## config.mk

```make
export PLATFORM = sky130hd
export DESIGN_NAME = msec_front
export DESIGN_NICKNAME = d
export VERILOG_FILES = /design/src/rtl/core/msec_pkg.sv /design/src/rtl/core/msec_front.sv
export SDC_FILE = /design/constraint.sdc
export NUM_CORES = 1
export LEC_CHECK = 0
export ABC_AREA = 1
export BUFFER_PORTS_ARGS = -buffer_cell sky130_fd_sc_hd__buf_2
export CAP_MARGIN = 20
export CORE_MARGIN = 2
export CORE_UTILIZATION = 55
export DETAILED_ROUTE_END_ITERATION = 6
export PLACE_DENSITY = 0.82
export SETUP_SLACK_MARGIN = 0.05
export SYNTH_ARGS = -nofsm -noshare
export SYNTH_HDL_FRONTEND = slang
export SYNTH_SLANG_ARGS = --single-unit
```

## constraint.sdc

```tcl
create_clock -name i_clk -period 6.7 [get_ports i_clk]
set_input_delay 0.335 -clock i_clk [delete_from_list [all_inputs] [get_ports i_clk]]
set_output_delay 0.335 -clock i_clk [all_outputs]
set_load 0.005 [all_outputs]
```

## src/rtl/core/msec_pkg.sv

```systemverilog
// ----------------------------------------------------------------------------
// msec_pkg
// Shared types, codes and constants of the MIPS subset execute core.
// ----------------------------------------------------------------------------
package msec_pkg;

    localparam int NUM_REGS_DEF   = 32;
    localparam int DMEM_WORDS_DEF = 256;
    localparam int QUEUE_DEPTH    = 2;

    localparam logic [5:0] OP_RTYPE = 6'd0;
    localparam logic [5:0] OP_J     = 6'd2;
    localparam logic [5:0] OP_BEQ   = 6'd4;
    localparam logic [5:0] OP_BNE   = 6'd5;
    localparam logic [5:0] OP_ADDI  = 6'd8;
    localparam logic [5:0] OP_SLTI  = 6'd10;
    localparam logic [5:0] OP_LW    = 6'd35;
    localparam logic [5:0] OP_SW    = 6'd43;

    localparam logic [5:0] FN_MUL = 6'b011000;
    localparam logic [5:0] FN_ADD = 6'b100000;
    localparam logic [5:0] FN_SUB = 6'b100010;
    localparam logic [5:0] FN_AND = 6'b100100;
    localparam logic [5:0] FN_OR  = 6'b100101;
    localparam logic [5:0] FN_XOR = 6'b100110;
    localparam logic [5:0] FN_NOR = 6'b100111;
    localparam logic [5:0] FN_SLT = 6'b101010;

    localparam logic [31:0] JUMP_MASK = 32'h03ff_ffff;
    localparam logic [15:0] IMM_MASK  = 16'hffff;

    typedef enum logic [3:0] {
        T_CLS_PRELOAD,
        T_CLS_RTYPE,
        T_CLS_LW,
        T_CLS_SW,
        T_CLS_BEQ,
        T_CLS_BNE,
        T_CLS_ADDI,
        T_CLS_SLTI,
        T_CLS_J,
        T_CLS_BAD
    } t_cls;

    typedef struct packed {
        logic        kind;
        logic [31:0] instr_word;
        logic [7:0]  preload_index;
        logic [31:0] preload_value;
    } t_in_item;

    typedef struct packed {
        logic [31:0] next_pc;
        logic        reg_written;
        logic [4:0]  reg_index;
        logic [31:0] reg_value;
        logic        mem_written;
        logic [7:0]  mem_index;
        logic [31:0] mem_value;
        logic        bad_opcode;
    } t_out_item;

    // Decoded transaction passed from the front to the back.
    typedef struct packed {
        t_cls        cls;
        logic [31:0] instr_word;
        logic [7:0]  preload_index;
        logic [31:0] preload_value;
    } t_dec_item;

endpackage

```

## src/rtl/core/msec_front.sv

```systemverilog
// ----------------------------------------------------------------------------
// msec_front
// Classify incoming transactions and hold them in a short queue.
// ----------------------------------------------------------------------------
module msec_front (
    input  logic                 i_clk,
    input  logic                 i_rst_n,
    input  logic                 i_valid,
    output logic                 o_stall,
    input  msec_pkg::t_in_item   i_data,
    output logic                 o_valid,
    input  logic                 i_stall,
    output msec_pkg::t_dec_item  o_data
);
    msec_pkg::t_dec_item r_q [msec_pkg::QUEUE_DEPTH];
    logic                r_wp, r_rp;
    logic [1:0]          r_cnt;
    msec_pkg::t_dec_item w_dec;
    logic                w_push, w_pop;

    always_comb begin
        w_dec.instr_word    = i_data.instr_word;
        w_dec.preload_index = i_data.preload_index;
        w_dec.preload_value = i_data.preload_value;
        if (i_data.kind) begin
            w_dec.cls = msec_pkg::T_CLS_PRELOAD;
        end else begin
            case (i_data.instr_word[31:26])
                msec_pkg::OP_RTYPE: w_dec.cls = msec_pkg::T_CLS_RTYPE;
                msec_pkg::OP_LW:    w_dec.cls = msec_pkg::T_CLS_LW;
                msec_pkg::OP_SW:    w_dec.cls = msec_pkg::T_CLS_SW;
                msec_pkg::OP_BEQ:   w_dec.cls = msec_pkg::T_CLS_BEQ;
                msec_pkg::OP_BNE:   w_dec.cls = msec_pkg::T_CLS_BNE;
                msec_pkg::OP_ADDI:  w_dec.cls = msec_pkg::T_CLS_ADDI;
                msec_pkg::OP_SLTI:  w_dec.cls = msec_pkg::T_CLS_SLTI;
                msec_pkg::OP_J:     w_dec.cls = msec_pkg::T_CLS_J;
                default:            w_dec.cls = msec_pkg::T_CLS_BAD;
            endcase
        end
    end

    assign o_stall = (r_cnt == 2'(msec_pkg::QUEUE_DEPTH));
    assign o_valid = (r_cnt != 2'd0);
    assign o_data  = r_q[r_rp];
    assign w_push  = i_valid && !o_stall;
    assign w_pop   = o_valid && !i_stall;

    always_ff @(posedge i_clk) begin
        if (!i_rst_n) begin
            r_wp  <= 1'b0;
            r_rp  <= 1'b0;
            r_cnt <= 2'd0;
        end else begin
            if (w_push) r_wp <= ~r_wp;
            if (w_pop)  r_rp <= ~r_rp;
            r_cnt <= r_cnt + 2'(w_push) - 2'(w_pop);
        end
    end

    always_ff @(posedge i_clk) begin
        if (w_push) r_q[r_wp] <= w_dec;
    end

    a_cnt_bound: assert property (@(posedge i_clk) disable iff (!i_rst_n)
        r_cnt <= 2'(msec_pkg::QUEUE_DEPTH)) else $error("queue overflow");
    a_cnt_step: assert property (@(posedge i_clk) disable iff (!i_rst_n)
        w_push && !w_pop |=> r_cnt == $past(r_cnt) + 2'd1)
        else $error("queue count slip");
    a_empty_ptr: assert property (@(posedge i_clk) disable iff (!i_rst_n)
        r_cnt == 2'd0 |-> r_wp == r_rp) else $error("pointer mismatch");
endmodule

```

==> impl_metrics.ini <==
[clocking]
cts_buffers = 17
clock-sinks = 157
cts_buffer_depth = 2
post_cts_resized = 0
cts_tree = yes
post_cts_buffers = 0
clkTransAtPathRegs_ps = 60
htree_num_levels = 4
holdBufCountCts = 55
worstSkewPairLatency_ps = 510
clock_tree.root_cell = clkbuf_8

[setup_path]
crit_type = register to output port
r2r_end = r_q[1][8]$_DFFE_PP_
cp.arrival_ps = 2480
ff2ff_setup_slack_ps = 4370
cp-end-kind = output port
timing.rr.start = r_cnt[1]$_SDFF_PN0_
crit_path_max_fanout = 45
critPathCapture = o_data[4]
cp-start-kind = register
worst-r2r-cell-count = 4
crit_required_ps = 6360

[global_routing]
grt_pass1_wl_um = 17150
grt_overflow_total = 0
track_usage_pct = 19.93
grt_max_degree = 46
grt_pass1_vias = 3554
grt_antenna_before_repair = 0

[route]
vias = 3421
routed_via_density = 5.023
drt.antenna.violating_nets = 0
drc = 0
routedWlPerCell_um = 17.16
drt_wl_total_um = 11680
first_pass_iters = 4
drt_iter0_markers = 168

[die]
initial_core_util_pct = 55.91
coreArea_um2 = 10790
fp.dieW_um = 108.7
ios = 155
die_area_um2 = 11830
rows = 38
die_h_um = 108.7

[placed_design]
placed_area_um2 = 6954
dp.cells = 592
io_buffer_count = 154
place_congestion = 0.8425
hpwl_um = 6702

[synth]
yosys.area.top_type = edfxtp_1
synth_ff_type = edfxtp_1
yosys.cell_types.count = 19
ys_ff_latch = 157
ys_warn_count = 0
synth-edff-count = 152
seq_area_frac_synth_pct = 77.30
syn_avg_cell_area_um2 = 19.92
async_flop_share_pct = 0
synth_cells = 303
synth.cell_area_um2 = 6035
synthDominantCellAreaShare_pct = 75.64
synth_fp_nets = 382
synthTopCellsByArea = edfxtp_1, mux2_4, mux2_2, dfxtp_1, nor2_1

[cells_and_area]
fillers = 629
fin_area_um2 = 8168
final_nets = 607
final_cell_mix = buf_2, edfxtp_1, dlygate4sd3_1, mux2_4, mux2_2
area_growth_pct = 35.35
mostFrequentLayoutCell = buf_2
stdcell_count = 681
drive_above_1_share_pct = 49.54
diodes = 0

[pwr]
powerDensity_nw_per_um2 = 364.2
peakVddDrop_mv = 0.2201
p_leak_nw = 3.227

[sta]
hold_viol = 0
finClkSkew_ps = 7.978
rsz0062_at_grt = no
fin_tns_setup_ps = 0
timing.fmax_mhz = 355.7
finalCritPeriodShare_pct = 41.97
period_minus_slack_ps = 2812
setup_violations = 0
slew_viol_final = 0
worstMarginPinSlew_ps = 939.3
relSlewSlack_pct = 37.23

[run_status]
status = complete, no violations

[run]
drv_cap = 0

[hold_path]
worstHoldPathType = input port to register
cell usage after synthesis (3+ instances only):
| cell | count |
|---|---|
| a21oi_1 | 7 |
| buf_2 | 3 |
| buf_6 | 4 |
| dfxtp_1 | 5 |
| edfxtp_1 | 152 |
| inv_1 | 14 |
| mux2_2 | 36 |
| mux2_4 | 40 |
| nand2_1 | 8 |
| nand3_1 | 6 |
| nor2_1 | 16 |
routing by layer:
metal	vias up	track usage (%)	wire, µm
met1	1659	21.39	4448
met5	-	0	0
met3	22	5.140	554
met2	129	36.16	6404
met4	0	10.16	276
li1	1611	-	-
worst min path at each step:
stage,from,endpoint,cells after the start
final,i_data[25],r_q[0][25]$_DFFE_PP_,1
after global routing,i_data[25],r_q[0][25]$_DFFE_PP_,1
after CTS,i_data[46],r_q[1][46]$_DFFE_PP_,1
after detailed placement,r_rp$_SDFFE_PN0P_,register,1
after global placement,r_rp$_SDFFE_PN0P_,register,1
after floorplan,i_rst_n,r_cnt[0]$_SDFF_PN0_,2
logic make-up after synthesis:
group,share of synthesized area [%]
DFF,77.30
adders and majority gates,0.4146
AOI/OAI and AO/OA,1.037
xor gates and xnor gates,0.1452
and+or+nand+nor,2.447
buffers and inverters,1.990
muxes,16.67
stage by stage:
step	total power, mW	hold slack [ps]	utilization [%]	setup slack, ps
global route	3.088	-9.004	75.68	3771
global placement	1.907	450.4	64.43	4400
CTS	2.984	0.3280	75.49	3867
finish	2.974	13.52	75.68	3888
floorplan	1.711	428.5	-	2539
detailed placement	1.929	474.3	64.43	4356
where the power goes:
part           total (mW)  switching (mW)  internal (mW)
combinational       0.626           0.287          0.339
sequential           1.32          0.0642           1.25
clock                1.03           0.353          0.678
total                2.97           0.705           2.27
flip-flops by register name, summed over array words and instances, names as in the netlist, named ones only:
signal  cells
r_cnt       2
r_q       152
r_rp        1
r_wp        1
worst max-delay path, stage by stage, from the launching register on:
cell and delay (ps):
dfxtp_4 670, buf_4 700, mux2_2 430, buf_2 140
cell type report:
| type | instances | area [µm²] | share of cell area, % |
|---|---|---|---|
| clock buffers | 20 | 425.4 | 5.208 |
| clock inverters | 12 | 217.7 | 2.665 |
| inverters | 14 | 52.55 | 0.6434 |
| multi-input cells | 124 | 1265 | 15.49 |
| flip-flops and latches | 157 | 4668 | 57.15 |
| well taps | 140 | 175.2 | 2.145 |
| repair buffers | 214 | 1364 | 16.70 |
Power figures use the tool's default switching activity.
